**config.mk**
```make
export PLATFORM = sky130hd
export DESIGN_NAME = blas1_vector_reduction_unit
export DESIGN_NICKNAME = d
export VERILOG_FILES = /design/src/blas1vr_pkg.sv /design/src/blas1vr_sqrt.sv /design/src/blas1vr_ctrl.sv /design/src/blas1vr_datapath.sv /design/src/blas1_vector_reduction_unit.sv
export SDC_FILE = /design/constraint.sdc
export NUM_CORES = 2
export LEC_CHECK = 0
export BUFFER_PORTS_ARGS = -buffer_cell sky130_fd_sc_hd__buf_4
export CORE_MARGIN = 2
export CORE_UTILIZATION = 71
export CTS_BUF_LIST = sky130_fd_sc_hd__clkbuf_8 sky130_fd_sc_hd__clkbuf_16
export DETAILED_ROUTE_END_ITERATION = 12
export GPL_TIMING_DRIVEN = 1
export PLACE_DENSITY = 0.88
export SYNTH_ARGS = -nofsm -noshare
export SYNTH_HDL_FRONTEND = slang
export SYNTH_SLANG_ARGS = --single-unit
```
**constraint.sdc**
```tcl
create_clock -name clk -period 29.5 [get_ports clk]
set_clock_uncertainty 0.15 [all_clocks]
set_input_delay 4.425 -clock clk [delete_from_list [all_inputs] [get_ports clk]]
set_output_delay 4.425 -clock clk [all_outputs]
set_load 0.02 [all_outputs]
```
**src/blas1vr_pkg.sv**
```systemverilog
`timescale 1ns / 1ps
// ----------------------------------------------------------------------------
// blas1vr_pkg
// Shared widths, mode codes, register indexes and controller/datapath links
// for the level-1 vector reduction unit.
// ----------------------------------------------------------------------------
package blas1vr_pkg;

  localparam int IN_W            = 16;   // component width at the ports
  localparam int ACC_W           = 48;   // accumulator and result width
  localparam int IDX_W           = 16;   // best index width at the port
  localparam int ROOT_W          = ACC_W / 2;
  localparam int MODE_W          = 3;
  localparam int CFG_IDX_W       = 1;
  localparam int MAX_LENGTH_DEF  = 65536;
  localparam int SAMPLE_BITS_DEF = 16;

  localparam logic signed [ACC_W-1:0] ACC_MAX = {1'b0, {(ACC_W-1){1'b1}}};
  localparam logic signed [ACC_W-1:0] ACC_MIN = {1'b1, {(ACC_W-1){1'b0}}};

  // reduction modes
  localparam logic [MODE_W-1:0] MODE_DOT    = 3'd0;
  localparam logic [MODE_W-1:0] MODE_DOTU   = 3'd1;
  localparam logic [MODE_W-1:0] MODE_DOTC   = 3'd2;
  localparam logic [MODE_W-1:0] MODE_NORM   = 3'd3;
  localparam logic [MODE_W-1:0] MODE_ASUM   = 3'd4;
  localparam logic [MODE_W-1:0] MODE_ARGMAX = 3'd5;

  // configuration register indexes
  localparam logic [CFG_IDX_W-1:0] CFG_MODE = 1'd0;
  localparam logic [CFG_IDX_W-1:0] CFG_CPLX = 1'd1;

  typedef struct packed {
    logic accept;      // input request taken this cycle
    logic adv;         // pipeline stages move
    logic acc_en;      // accumulate stage holds a request and moves
    logic retire;      // last element of a vector leaves the accumulators
    logic root_start;  // hand the sum of squares to the root unit
    logic out_load;    // load output register from the accumulators
    logic root_load;   // load output register from the root unit
  } cmd_t;

  typedef struct packed {
    logic s2_norm;     // request at the accumulate stage is in norm mode
    logic root_done;   // root unit finished
  } sts_t;

endpackage

```
**src/blas1vr_sqrt.sv**
```systemverilog
`timescale 1ns / 1ps
// ----------------------------------------------------------------------------
// blas1vr_sqrt
// Iterative floor square root, two radicand bits per cycle.
// ----------------------------------------------------------------------------
module blas1vr_sqrt (
  input  logic                             clk,
  input  logic                             rst_n,
  input  logic                             start,
  input  logic [blas1vr_pkg::ACC_W-1:0]    radicand,
  output logic [blas1vr_pkg::ROOT_W-1:0]   root,
  output logic                             done
);

  localparam int RW = blas1vr_pkg::ROOT_W + 2;
  localparam int AW = blas1vr_pkg::ACC_W;
  localparam int SW = $clog2(blas1vr_pkg::ROOT_W);

  logic [AW-1:0]                   rad_r;
  logic [RW-1:0]                   rem_r;
  logic [blas1vr_pkg::ROOT_W-1:0]  root_r;
  logic [SW-1:0]                   step_r;
  logic                            busy_r;
  logic                            done_r;

  logic [RW-1:0]                   rem_sh;
  logic [RW-1:0]                   trial;
  logic                            take;
  logic [RW-1:0]                   rem_nxt;
  logic [blas1vr_pkg::ROOT_W-1:0]  root_nxt;

  always_comb begin
    rem_sh   = {rem_r[RW-3:0], rad_r[AW-1:AW-2]};
    trial    = {root_r, 2'b01};
    take     = (rem_sh >= trial);
    rem_nxt  = take ? (rem_sh - trial) : rem_sh;
    root_nxt = {root_r[blas1vr_pkg::ROOT_W-2:0], take};
  end

  always_ff @(posedge clk) begin
    if (!rst_n) begin
      busy_r <= 1'b0;
      done_r <= 1'b0;
      step_r <= '0;
    end else begin
      done_r <= 1'b0;
      if (start) begin
        busy_r <= 1'b1;
        step_r <= SW'(blas1vr_pkg::ROOT_W - 1);
      end else if (busy_r) begin
        step_r <= step_r - 1'b1;
        if (step_r == '0) begin
          busy_r <= 1'b0;
          done_r <= 1'b1;
        end
      end
    end
  end

  always_ff @(posedge clk) begin
    if (start) begin
      rad_r  <= radicand;
      rem_r  <= '0;
      root_r <= '0;
    end else if (busy_r) begin
      rad_r  <= {rad_r[AW-3:0], 2'b00};
      rem_r  <= rem_nxt;
      root_r <= root_nxt;
    end
  end

  assign root = root_r;
  assign done = done_r;

endmodule

```
**src/blas1vr_ctrl.sv**
```systemverilog
`timescale 1ns / 1ps
// ----------------------------------------------------------------------------
// blas1vr_ctrl
// Controller: stage valids, vector end handling, root wait and output flag.
// ----------------------------------------------------------------------------
module blas1vr_ctrl (
  input  logic                clk,
  input  logic                rst_n,
  input  logic                in_valid,
  input  logic                in_last_element,
  output logic                in_stall,
  output logic                out_valid,
  input  logic                out_stall,
  input  blas1vr_pkg::sts_t   sts,
  output blas1vr_pkg::cmd_t   cmd
);

  typedef enum logic [0:0] {
    ST_RUN,
    ST_ROOT
  } state_t;

  state_t state_r;
  state_t state_nxt;
  logic   out_valid_r;
  logic   s1_valid_r;
  logic   s1_last_r;
  logic   s2_valid_r;
  logic   s2_last_r;
  logic   can_finish;
  logic   hold;

  always_comb begin
    // a vector end may leave only when the root unit is free and the output
    // register is empty or being emptied
    can_finish     = (state_r == ST_RUN) && (!out_valid_r || !out_stall);
    hold           = s2_valid_r && s2_last_r && !can_finish;
    cmd.adv        = !hold;
    cmd.accept     = in_valid && !hold;
    cmd.acc_en     = s2_valid_r && !hold;
    cmd.retire     = s2_valid_r && s2_last_r && !hold;
    cmd.root_start = cmd.retire && sts.s2_norm;
    cmd.out_load   = cmd.retire && !sts.s2_norm;
    cmd.root_load  = (state_r == ST_ROOT) && sts.root_done;

    state_nxt = state_r;
    case (state_r)
      ST_RUN: begin
        if (cmd.root_start) state_nxt = ST_ROOT;
      end
      ST_ROOT: begin
        if (sts.root_done) state_nxt = ST_RUN;
      end
      default: state_nxt = ST_RUN;
    endcase
  end

  always_ff @(posedge clk) begin
    if (!rst_n) begin
      state_r     <= ST_RUN;
      out_valid_r <= 1'b0;
      s1_valid_r  <= 1'b0;
      s1_last_r   <= 1'b0;
      s2_valid_r  <= 1'b0;
      s2_last_r   <= 1'b0;
    end else begin
      state_r <= state_nxt;
      if (cmd.adv) begin
        s1_valid_r <= in_valid;
        s1_last_r  <= in_last_element;
        s2_valid_r <= s1_valid_r;
        s2_last_r  <= s1_last_r;
      end
      if (cmd.out_load || cmd.root_load) begin
        out_valid_r <= 1'b1;
      end else if (!out_stall) begin
        out_valid_r <= 1'b0;
      end
    end
  end

  assign in_stall  = hold;
  assign out_valid = out_valid_r;

endmodule

```
**src/blas1vr_datapath.sv**
```systemverilog
`timescale 1ns / 1ps
// ----------------------------------------------------------------------------
// blas1vr_datapath
// Product stage, term stage, saturating accumulators, argmax tracking,
// element counter, root unit and output register.
// ----------------------------------------------------------------------------
module blas1vr_datapath #(
  parameter int MAX_LENGTH  = blas1vr_pkg::MAX_LENGTH_DEF,
  parameter int SAMPLE_BITS = blas1vr_pkg::SAMPLE_BITS_DEF
) (
  input  logic                                     clk,
  input  logic                                     rst_n,
  input  blas1vr_pkg::cmd_t                        cmd,
  output blas1vr_pkg::sts_t                        sts,
  input  logic                                     cfg_we,
  input  logic [blas1vr_pkg::CFG_IDX_W-1:0]        cfg_index,
  input  logic [blas1vr_pkg::MODE_W-1:0]           cfg_data,
  input  logic signed [blas1vr_pkg::IN_W-1:0]      in_x_real,
  input  logic signed [blas1vr_pkg::IN_W-1:0]      in_x_imag,
  input  logic signed [blas1vr_pkg::IN_W-1:0]      in_y_real,
  input  logic signed [blas1vr_pkg::IN_W-1:0]      in_y_imag,
  input  logic                                     in_last_element,
  output logic signed [blas1vr_pkg::ACC_W-1:0]     out_result_real,
  output logic signed [blas1vr_pkg::ACC_W-1:0]     out_result_imag,
  output logic [blas1vr_pkg::IDX_W-1:0]            out_best_index,
  output logic                                     out_saturated
);

  localparam int SB    = SAMPLE_BITS;
  localparam int IN_W  = blas1vr_pkg::IN_W;
  localparam int EXT_W = (SB > IN_W) ? SB : IN_W;
  localparam int PW    = 2 * SB;
  localparam int TW    = PW + 1;
  localparam int MAG_W = SB + 1;
  localparam int CW    = $clog2(MAX_LENGTH);
  localparam int ACC_W = blas1vr_pkg::ACC_W;
  localparam int SUM_W = ((TW > ACC_W) ? TW : ACC_W) + 1;
  localparam int MW    = blas1vr_pkg::MODE_W;

  // configuration
  logic [MW-1:0] mode_r;
  logic          cplx_r;

  always_ff @(posedge clk) begin
    if (!rst_n) begin
      mode_r <= blas1vr_pkg::MODE_DOT;
      cplx_r <= 1'b0;
    end else if (cfg_we) begin
      case (cfg_index)
        blas1vr_pkg::CFG_MODE: mode_r <= cfg_data;
        blas1vr_pkg::CFG_CPLX: cplx_r <= cfg_data[0];
        default: ;
      endcase
    end
  end

  // samples from the low bits of each component
  logic [EXT_W-1:0]     xr_ext, xi_ext, yr_ext, yi_ext;
  logic signed [SB-1:0] s_xr, s_xi, s_yr, s_yi;
  logic signed [SB-1:0] opb1, opb2;
  logic [SB-1:0]        abs_xr, abs_xi;
  logic [MAG_W-1:0]     mag_nxt;
  logic                 in_norm;

  always_comb begin
    xr_ext  = EXT_W'($unsigned(in_x_real));
    xi_ext  = EXT_W'($unsigned(in_x_imag));
    yr_ext  = EXT_W'($unsigned(in_y_real));
    yi_ext  = EXT_W'($unsigned(in_y_imag));
    s_xr    = signed'(xr_ext[SB-1:0]);
    s_xi    = signed'(xi_ext[SB-1:0]);
    s_yr    = signed'(yr_ext[SB-1:0]);
    s_yi    = signed'(yi_ext[SB-1:0]);
    in_norm = (mode_r == blas1vr_pkg::MODE_NORM);
    // norm squares x, so the first two multipliers take x on both sides
    opb1    = in_norm ? s_xr : s_yr;
    opb2    = in_norm ? s_xi : s_yi;
    abs_xr  = s_xr[SB-1] ? $unsigned(-s_xr) : $unsigned(s_xr);
    abs_xi  = s_xi[SB-1] ? $unsigned(-s_xi) : $unsigned(s_xi);
    mag_nxt = MAG_W'(abs_xr) + (cplx_r ? MAG_W'(abs_xi) : MAG_W'(0));
  end

  // element counter
  logic [CW-1:0] count_r;
  logic          count_full;

  assign count_full = (count_r == CW'(MAX_LENGTH - 1));

  always_ff @(posedge clk) begin
    if (!rst_n) begin
      count_r <= '0;
    end else if (cmd.accept) begin
      if (in_last_element) begin
        count_r <= '0;
      end else if (!count_full) begin
        count_r <= count_r + 1'b1;
      end
    end
  end

  // product stage
  logic signed [PW-1:0] s1_pa_r, s1_pb_r, s1_pc_r, s1_pd_r;
  logic [MAG_W-1:0]     s1_mag_r;
  logic [MW-1:0]        s1_mode_r;
  logic                 s1_cplx_r;
  logic [CW-1:0]        s1_pos_r;
  logic                 s1_ovf_r;

  always_ff @(posedge clk) begin
    if (cmd.adv) begin
      s1_pa_r   <= PW'(s_xr) * PW'(opb1);
      s1_pb_r   <= PW'(s_xi) * PW'(opb2);
      s1_pc_r   <= PW'(s_xr) * PW'(s_yi);
      s1_pd_r   <= PW'(s_xi) * PW'(s_yr);
      s1_mag_r  <= mag_nxt;
      s1_mode_r <= mode_r;
      s1_cplx_r <= cplx_r;
      s1_pos_r  <= count_r;
      s1_ovf_r  <= !in_last_element && count_full;
    end
  end

  // term stage
  logic signed [TW-1:0] term_re_nxt, term_im_nxt;

  always_comb begin
    term_re_nxt = '0;
    term_im_nxt = '0;
    case (s1_mode_r)
      blas1vr_pkg::MODE_DOT: begin
        term_re_nxt = TW'(s1_pa_r);
      end
      blas1vr_pkg::MODE_DOTU: begin
        term_re_nxt = TW'(s1_pa_r) - TW'(s1_pb_r);
        term_im_nxt = TW'(s1_pc_r) + TW'(s1_pd_r);
      end
      blas1vr_pkg::MODE_DOTC: begin
        term_re_nxt = TW'(s1_pa_r) + TW'(s1_pb_r);
        term_im_nxt = TW'(s1_pc_r) - TW'(s1_pd_r);
      end
      blas1vr_pkg::MODE_NORM: begin
        term_re_nxt = TW'(s1_pa_r) + (s1_cplx_r ? TW'(s1_pb_r) : TW'(0));
      end
      blas1vr_pkg::MODE_ASUM: begin
        term_re_nxt = signed'(TW'(s1_mag_r));
      end
      default: ;
    endcase
  end

  logic signed [TW-1:0] s2_term_re_r, s2_term_im_r;
  logic [MAG_W-1:0]     s2_mag_r;
  logic [MW-1:0]        s2_mode_r;
  logic [CW-1:0]        s2_pos_r;
  logic                 s2_ovf_r;

  always_ff @(posedge clk) begin
    if (cmd.adv) begin
      s2_term_re_r <= term_re_nxt;
      s2_term_im_r <= term_im_nxt;
      s2_mag_r     <= s1_mag_r;
      s2_mode_r    <= s1_mode_r;
      s2_pos_r     <= s1_pos_r;
      s2_ovf_r     <= s1_ovf_r;
    end
  end

  // accumulate stage
  logic signed [ACC_W-1:0] acc_re_r, acc_im_r;
  logic [CW-1:0]           best_pos_r;
  logic [MAG_W-1:0]        best_mag_r;
  logic                    clip_r;

  logic signed [SUM_W-1:0] sum_re, sum_im;
  logic signed [ACC_W-1:0] acc_re_nxt, acc_im_nxt;
  logic                    clip_re, clip_im;
  logic                    upd_re, upd_im, upd_best;
  logic [CW-1:0]           best_pos_nxt;
  logic [MAG_W-1:0]        best_mag_nxt;
  logic                    clip_nxt;
  logic [ACC_W-1:0]        radicand;

  always_comb begin
    upd_re = s2_mode_r inside {blas1vr_pkg::MODE_DOT, blas1vr_pkg::MODE_DOTU,
                               blas1vr_pkg::MODE_DOTC, blas1vr_pkg::MODE_NORM,
                               blas1vr_pkg::MODE_ASUM};
    upd_im = s2_mode_r inside {blas1vr_pkg::MODE_DOTU, blas1vr_pkg::MODE_DOTC};

    sum_re = SUM_W'(acc_re_r) + SUM_W'(s2_term_re_r);
    sum_im = SUM_W'(acc_im_r) + SUM_W'(s2_term_im_r);

    acc_re_nxt = acc_re_r;
    clip_re    = 1'b0;
    if (upd_re) begin
      if (sum_re > SUM_W'(blas1vr_pkg::ACC_MAX)) begin
        acc_re_nxt = blas1vr_pkg::ACC_MAX;
        clip_re    = 1'b1;
      end else if (sum_re < SUM_W'(blas1vr_pkg::ACC_MIN)) begin
        acc_re_nxt = blas1vr_pkg::ACC_MIN;
        clip_re    = 1'b1;
      end else begin
        acc_re_nxt = sum_re[ACC_W-1:0];
      end
    end

    acc_im_nxt = acc_im_r;
    clip_im    = 1'b0;
    if (upd_im) begin
      if (sum_im > SUM_W'(blas1vr_pkg::ACC_MAX)) begin
        acc_im_nxt = blas1vr_pkg::ACC_MAX;
        clip_im    = 1'b1;
      end else if (sum_im < SUM_W'(blas1vr_pkg::ACC_MIN)) begin
        acc_im_nxt = blas1vr_pkg::ACC_MIN;
        clip_im    = 1'b1;
      end else begin
        acc_im_nxt = sum_im[ACC_W-1:0];
      end
    end

    // strictly larger wins, so ties keep the first index
    upd_best     = (s2_mode_r == blas1vr_pkg::MODE_ARGMAX) && (s2_mag_r > best_mag_r);
    best_pos_nxt = upd_best ? s2_pos_r : best_pos_r;
    best_mag_nxt = upd_best ? s2_mag_r : best_mag_r;
    clip_nxt     = clip_r || s2_ovf_r || clip_re || clip_im;

    radicand = acc_re_nxt[ACC_W-1] ? '0 : $unsigned(acc_re_nxt);
  end

  always_ff @(posedge clk) begin
    if (!rst_n) begin
      acc_re_r   <= '0;
      acc_im_r   <= '0;
      best_pos_r <= '0;
      best_mag_r <= '0;
      clip_r     <= 1'b0;
    end else if (cmd.acc_en) begin
      if (cmd.retire) begin
        acc_re_r   <= '0;
        acc_im_r   <= '0;
        best_pos_r <= '0;
        best_mag_r <= '0;
        clip_r     <= 1'b0;
      end else begin
        acc_re_r   <= acc_re_nxt;
        acc_im_r   <= acc_im_nxt;
        best_pos_r <= best_pos_nxt;
        best_mag_r <= best_mag_nxt;
        clip_r     <= clip_nxt;
      end
    end
  end

  // root unit
  logic [blas1vr_pkg::ROOT_W-1:0] root;
  logic                           root_done;
  logic                           root_clip_r;

  blas1vr_sqrt u_sqrt (
    .clk      (clk),
    .rst_n    (rst_n),
    .start    (cmd.root_start),
    .radicand (radicand),
    .root     (root),
    .done     (root_done)
  );

  always_ff @(posedge clk) begin
    if (cmd.root_start) root_clip_r <= clip_nxt;
  end

  assign sts.root_done = root_done;
  assign sts.s2_norm   = (s2_mode_r == blas1vr_pkg::MODE_NORM);

  // output register
  logic signed [ACC_W-1:0]       res_re_nxt, res_im_nxt;
  logic [blas1vr_pkg::IDX_W-1:0] res_idx_nxt;

  always_comb begin
    res_re_nxt  = '0;
    res_im_nxt  = '0;
    res_idx_nxt = '0;
    case (s2_mode_r)
      blas1vr_pkg::MODE_DOT,
      blas1vr_pkg::MODE_ASUM: begin
        res_re_nxt = acc_re_nxt;
      end
      blas1vr_pkg::MODE_DOTU,
      blas1vr_pkg::MODE_DOTC: begin
        res_re_nxt = acc_re_nxt;
        res_im_nxt = acc_im_nxt;
      end
      blas1vr_pkg::MODE_ARGMAX: begin
        res_idx_nxt = blas1vr_pkg::IDX_W'(best_pos_nxt);
      end
      default: ;
    endcase
  end

  logic signed [ACC_W-1:0]       res_re_r, res_im_r;
  logic [blas1vr_pkg::IDX_W-1:0] res_idx_r;
  logic                          res_sat_r;

  always_ff @(posedge clk) begin
    if (cmd.out_load) begin
      res_re_r  <= res_re_nxt;
      res_im_r  <= res_im_nxt;
      res_idx_r <= res_idx_nxt;
      res_sat_r <= clip_nxt;
    end else if (cmd.root_load) begin
      res_re_r  <= signed'(ACC_W'(root));
      res_im_r  <= '0;
      res_idx_r <= '0;
      res_sat_r <= root_clip_r;
    end
  end

  assign out_result_real = res_re_r;
  assign out_result_imag = res_im_r;
  assign out_best_index  = res_idx_r;
  assign out_saturated   = res_sat_r;

endmodule

```
**src/blas1_vector_reduction_unit.sv**
```systemverilog
`timescale 1ns / 1ps
// ----------------------------------------------------------------------------
// blas1_vector_reduction_unit
// Streaming fixed-point dot, dotu, dotc, norm, absolute sum and argmax.
// ----------------------------------------------------------------------------
// One vector element is taken per clock unless in_stall is high; the vector
// ends on the request that carries last_element, and one result follows it.
// Products are formed in a first stage, combined into terms in a second and
// summed into 48-bit saturating accumulators in a third; a dot, absolute sum
// or argmax result is loaded into the output register as its last element
// leaves the accumulate stage. The norm passes the sum of squares to a
// shift-subtract root unit that settles two radicand bits per cycle. Elements
// of the next vector keep streaming while the root runs; only its last
// element waits until the root unit has finished and the output register is
// free. The output register holds a result while it is stalled, with the
// pipeline behind it still taking elements.
module blas1_vector_reduction_unit #(
  parameter int MAX_LENGTH  = blas1vr_pkg::MAX_LENGTH_DEF,
  parameter int SAMPLE_BITS = blas1vr_pkg::SAMPLE_BITS_DEF
) (
  input  logic                                     clk,
  input  logic                                     rst_n,
  input  logic                                     cfg_we,
  input  logic [blas1vr_pkg::CFG_IDX_W-1:0]        cfg_index,
  input  logic [blas1vr_pkg::MODE_W-1:0]           cfg_data,
  input  logic                                     in_valid,
  output logic                                     in_stall,
  input  logic signed [blas1vr_pkg::IN_W-1:0]      in_x_real,
  input  logic signed [blas1vr_pkg::IN_W-1:0]      in_x_imag,
  input  logic signed [blas1vr_pkg::IN_W-1:0]      in_y_real,
  input  logic signed [blas1vr_pkg::IN_W-1:0]      in_y_imag,
  input  logic                                     in_last_element,
  output logic                                     out_valid,
  input  logic                                     out_stall,
  output logic signed [blas1vr_pkg::ACC_W-1:0]     out_result_real,
  output logic signed [blas1vr_pkg::ACC_W-1:0]     out_result_imag,
  output logic [blas1vr_pkg::IDX_W-1:0]            out_best_index,
  output logic                                     out_saturated
);

  blas1vr_pkg::cmd_t cmd;
  blas1vr_pkg::sts_t sts;

  blas1vr_ctrl u_ctrl (
    .clk             (clk),
    .rst_n           (rst_n),
    .in_valid        (in_valid),
    .in_last_element (in_last_element),
    .in_stall        (in_stall),
    .out_valid       (out_valid),
    .out_stall       (out_stall),
    .sts             (sts),
    .cmd             (cmd)
  );

  blas1vr_datapath #(
    .MAX_LENGTH  (MAX_LENGTH),
    .SAMPLE_BITS (SAMPLE_BITS)
  ) u_datapath (
    .clk             (clk),
    .rst_n           (rst_n),
    .cmd             (cmd),
    .sts             (sts),
    .cfg_we          (cfg_we),
    .cfg_index       (cfg_index),
    .cfg_data        (cfg_data),
    .in_x_real       (in_x_real),
    .in_x_imag       (in_x_imag),
    .in_y_real       (in_y_real),
    .in_y_imag       (in_y_imag),
    .in_last_element (in_last_element),
    .out_result_real (out_result_real),
    .out_result_imag (out_result_imag),
    .out_best_index  (out_best_index),
    .out_saturated   (out_saturated)
  );

endmodule

```
==> impl_metrics.json <==
{
  "synth_top_cell_by_area": "fa_1",
  "syn_area_per_cell_um2": 9.36,
  "grt_pass1_vias": 60900,
  "drv_slew": 0,
  "crit_path_frequent_cell": "fa_1",
  "num_io_pins": 189,
  "grt_usage_pct": 37.8,
  "setup_viol": 0,
  "tritoncts": "yes",
  "synth-async-reset-ratio_pct": 0,
  "gp_congestion": 0.961,
  "cts_hold_buf": 0,
  "synth_top_area_share_pct": 27.8,
  "ys_ff_latch": 642,
  "worst_path_largest_cell_delay_ns": 0.59,
  "crit_arrival_ns": 11.93,
  "worstPathMaxFanout": 29,
  "crit_family": "compound AO/OA/AOI/OAI gates",
  "hold_path.class": "flip-flop to flip-flop",
  "synth.most_common_cell": "inv_1",
  "drt_wl_total_um": 202000,
  "synth.cell_area_um2": 75800,
  "cp.required_ns": 29.71,
  "synth-edff-count": 431,
  "start_kind": "input pin",
  "yosys_warnings": 0,
  "criticalPathCategory": "input pin to flip-flop",
  "crit_buf_inv": 7,
  "fmax_ghz": 0.0853,
  "drive_above_1_share_pct": 5.29,
  "die_w_um": 331,
  "cts_root_buf": "clkbuf_16",
  "worstMarginPinSlew_ns": 1.31,
  "grt_pass1_wl_um": 324000,
  "cts.clk_slew.worst_paths_ns": 0.06,
  "vias": 59200,
  "relSlewSlack_pct": 9.86,
  "place_ws_ns": 17.24,
  "start_util_pct": 71.8,
  "ys.flop_type": "edfxtp_1",
  "rsz0062_at_grt": "false",
  "yosys-top-cells-area": "fa_1, edfxtp_1, ha_1",
  "dp_hpwl_um": 154000,
  "cts.sinks": 642,
  "synth_nets": 9778,
  "io_buffer_count": 188,
  "syn2layout_area_growth_pct": 6.16,
  "clk-insertion-delay-late_ns": 0.65,
  "numCtsBuffers": 69,
  "synth_common_cells": "inv_1, fa_1, nand2_1, ha_1, a21oi_1",
  "cts_setup_buffers": 0,
  "fin_nets": 9722,
  "design.core.area_um2": 106000,
  "fin_ws_ns": 17.78,
  "yosysSeqAreaShare_pct": 22.7,
  "ys_types": 89,
  "setup_tns_ns": 0,
  "htreeDepth": 3,
  "wl_per_cell_um": 21.3,
  "end_kind": "flip-flop",
  "drtIter0Drc": 5869,
  "vias_per_cell": 6.24,
  "syn_inst": 8097,
  "status": "completed",
  "cts_resized": 0,
  "post-route-min-period_ns": 11.72,
  "num_rows": 119,
  "cap_viol_max_count": 0,
  "die_h_um": 331,
  "antenna_found_initial": 11,
  "grt-ovfl-total": 0,
  "grt_max_degree": 75,
  "slowest_stage": "o41ai_1",
  "drc": 0,
  "dieArea_um2": 109000,
  "clk_path_buf_depth": 3,
  "drtAntennaViolNets": 0,
  "finalCritPeriodShare_pct": 39.7,
  "finalHoldViolCount": 0,
  "drt_first_pass_iters": 8
}
==> placed cells by master, fill, tap and decap left out, types with 37 or more instances in the layout <==
cell type	synthesis	final
inv_1	1295	1305
fa_1	1053	1053
nand2_1	861	860
ha_1	554	554
a21oi_1	471	470
edfxtp_1	431	431
nor2_1	408	401
and2_1	356	356
o21ai_0	334	333
xnor2_1	269	269
buf_4	5	241
dfxtp_1	211	210
nor2b_1	161	161
a21o_1	136	136
xor2_1	112	112
a22o_1	102	102
nand3_1	100	99
mux2i_1	93	93
nor3_1	80	80
nand2b_1	79	79
clkbuf_16	0	69
o21a_1	65	65
a211oi_1	44	44
o21bai_1	41	41
o31ai_1	42	41
and3_1	37	37
or3_1	37	37
==> worst reg2reg max path, delay by kind of cell, from the launching register on <==
family / cells / cell delay, ns
AO/OA/AOI/OAI: 9 / 2.73
AND/OR/NAND/NOR: 6 / 1.63
XOR/XNOR: 1 / 0.08
adder cells (fa/ha/maj): 7 / 2.82
buffers and inverters: 5 / 0.73
flip-flops: 1 / 0.37
==> per-stage QoR <==
| step | instances | hold WS, ns | cell area (um^2) | utilization [%] |
|---|---|---|---|---|
| after floorplan | 8097 | 0.250 | 75800 | - |
| after global placement | 9361 | 0.254 | 78000 | 73.9 |
| after detailed placement | 9361 | 0.255 | 78000 | 73.9 |
| after CTS | 9487 | 0.256 | 80400 | 76.2 |
| after global routing | 9491 | 0.270 | 80500 | 76.2 |
| final | 9492 | 0.257 | 80500 | 76.2 |
==> cell type report <==
type | instances | area [um^2]
diodes | 5 | 12.5
clock buffers | 69 | 1730
clock inverters | 57 | 739
fillers | 7132 | 25100
inverters | 1299 | 4880
multi-input cells | 5788 | 52400
flip-flops and latches | 642 | 17200
well taps | 1391 | 1740
repair buffers | 241 | 1810
==> cell families after synthesis <==
group	count (synthesis)	synth area share [%]
xor gates and xnor gates	381	4.40
adders and majority gates	1615	37.1
AOI/OAI and AO/OA	1440	12.0
buffers and inverters	1667	8.33
and+or+nand+nor	2255	14.3
DFF	642	22.7
muxes	97	1.29
==> layer usage <==
layer / GRT usage (%) / vias to the layer above / part of all wire [%]
li1: - / 26200 / -
met1: 49.2 / 28900 / 37
met2: 59.9 / 3306 / 46
met3: 8.53 / 803 / 11
met4: 19.3 / 10 / 5.9
met5: 0 / - / 0.041
==> sequential cells by signal, indices dropped and copies added, names as in the netlist, 16 cells and up <==
| signal | count |
|---|---|
| u_datapath.acc_im_r | 48 |
| u_datapath.acc_re_r | 48 |
| u_datapath.out_result_imag | 48 |
| u_datapath.out_result_real | 48 |
| u_datapath.u_sqrt.rad_r | 48 |
| u_datapath.s2_term_im_r | 33 |
| u_datapath.s2_term_re_r | 33 |
| u_datapath.s1_pa_r | 32 |
| u_datapath.s1_pb_r | 32 |
| u_datapath.s1_pc_r | 32 |
| u_datapath.s1_pd_r | 32 |
| u_datapath.u_sqrt.rem_r | 24 |
| u_datapath.u_sqrt.root | 24 |
| u_datapath.best_mag_r | 17 |
| u_datapath.s1_mag_r | 17 |
| u_datapath.s2_mag_r | 17 |
| u_datapath.best_pos_r | 16 |
| u_datapath.count_r | 16 |
| u_datapath.out_best_index | 16 |
| u_datapath.s1_pos_r | 16 |
| u_datapath.s2_pos_r | 16 |
==> worst paths after layout <==
path / startpoint / to / slack, ns / cells after the start
worst max-delay path: in_x_real[1] / u_datapath.s1_pa_r[31]$_DFFE_PN_ / 17.78 / 27
worst max register to register: u_datapath.mode_r[0]$_SDFFE_PN0P_ / u_datapath.s1_pa_r[31]$_DFFE_PN_ / 20.68 / 28
worst min register to register: u_datapath.s1_pos_r[2]$_DFFE_PN_ / u_datapath.s2_pos_r[2]$_DFFE_PN_ / 0.26 / 0
worst min-delay path: u_datapath.s1_pos_r[2]$_DFFE_PN_ / u_datapath.s2_pos_r[2]$_DFFE_PN_ / 0.26 / 0
Power is not shown: default switching activity piles up to over one toggle a cycle in this logic, so the estimate is an artifact.
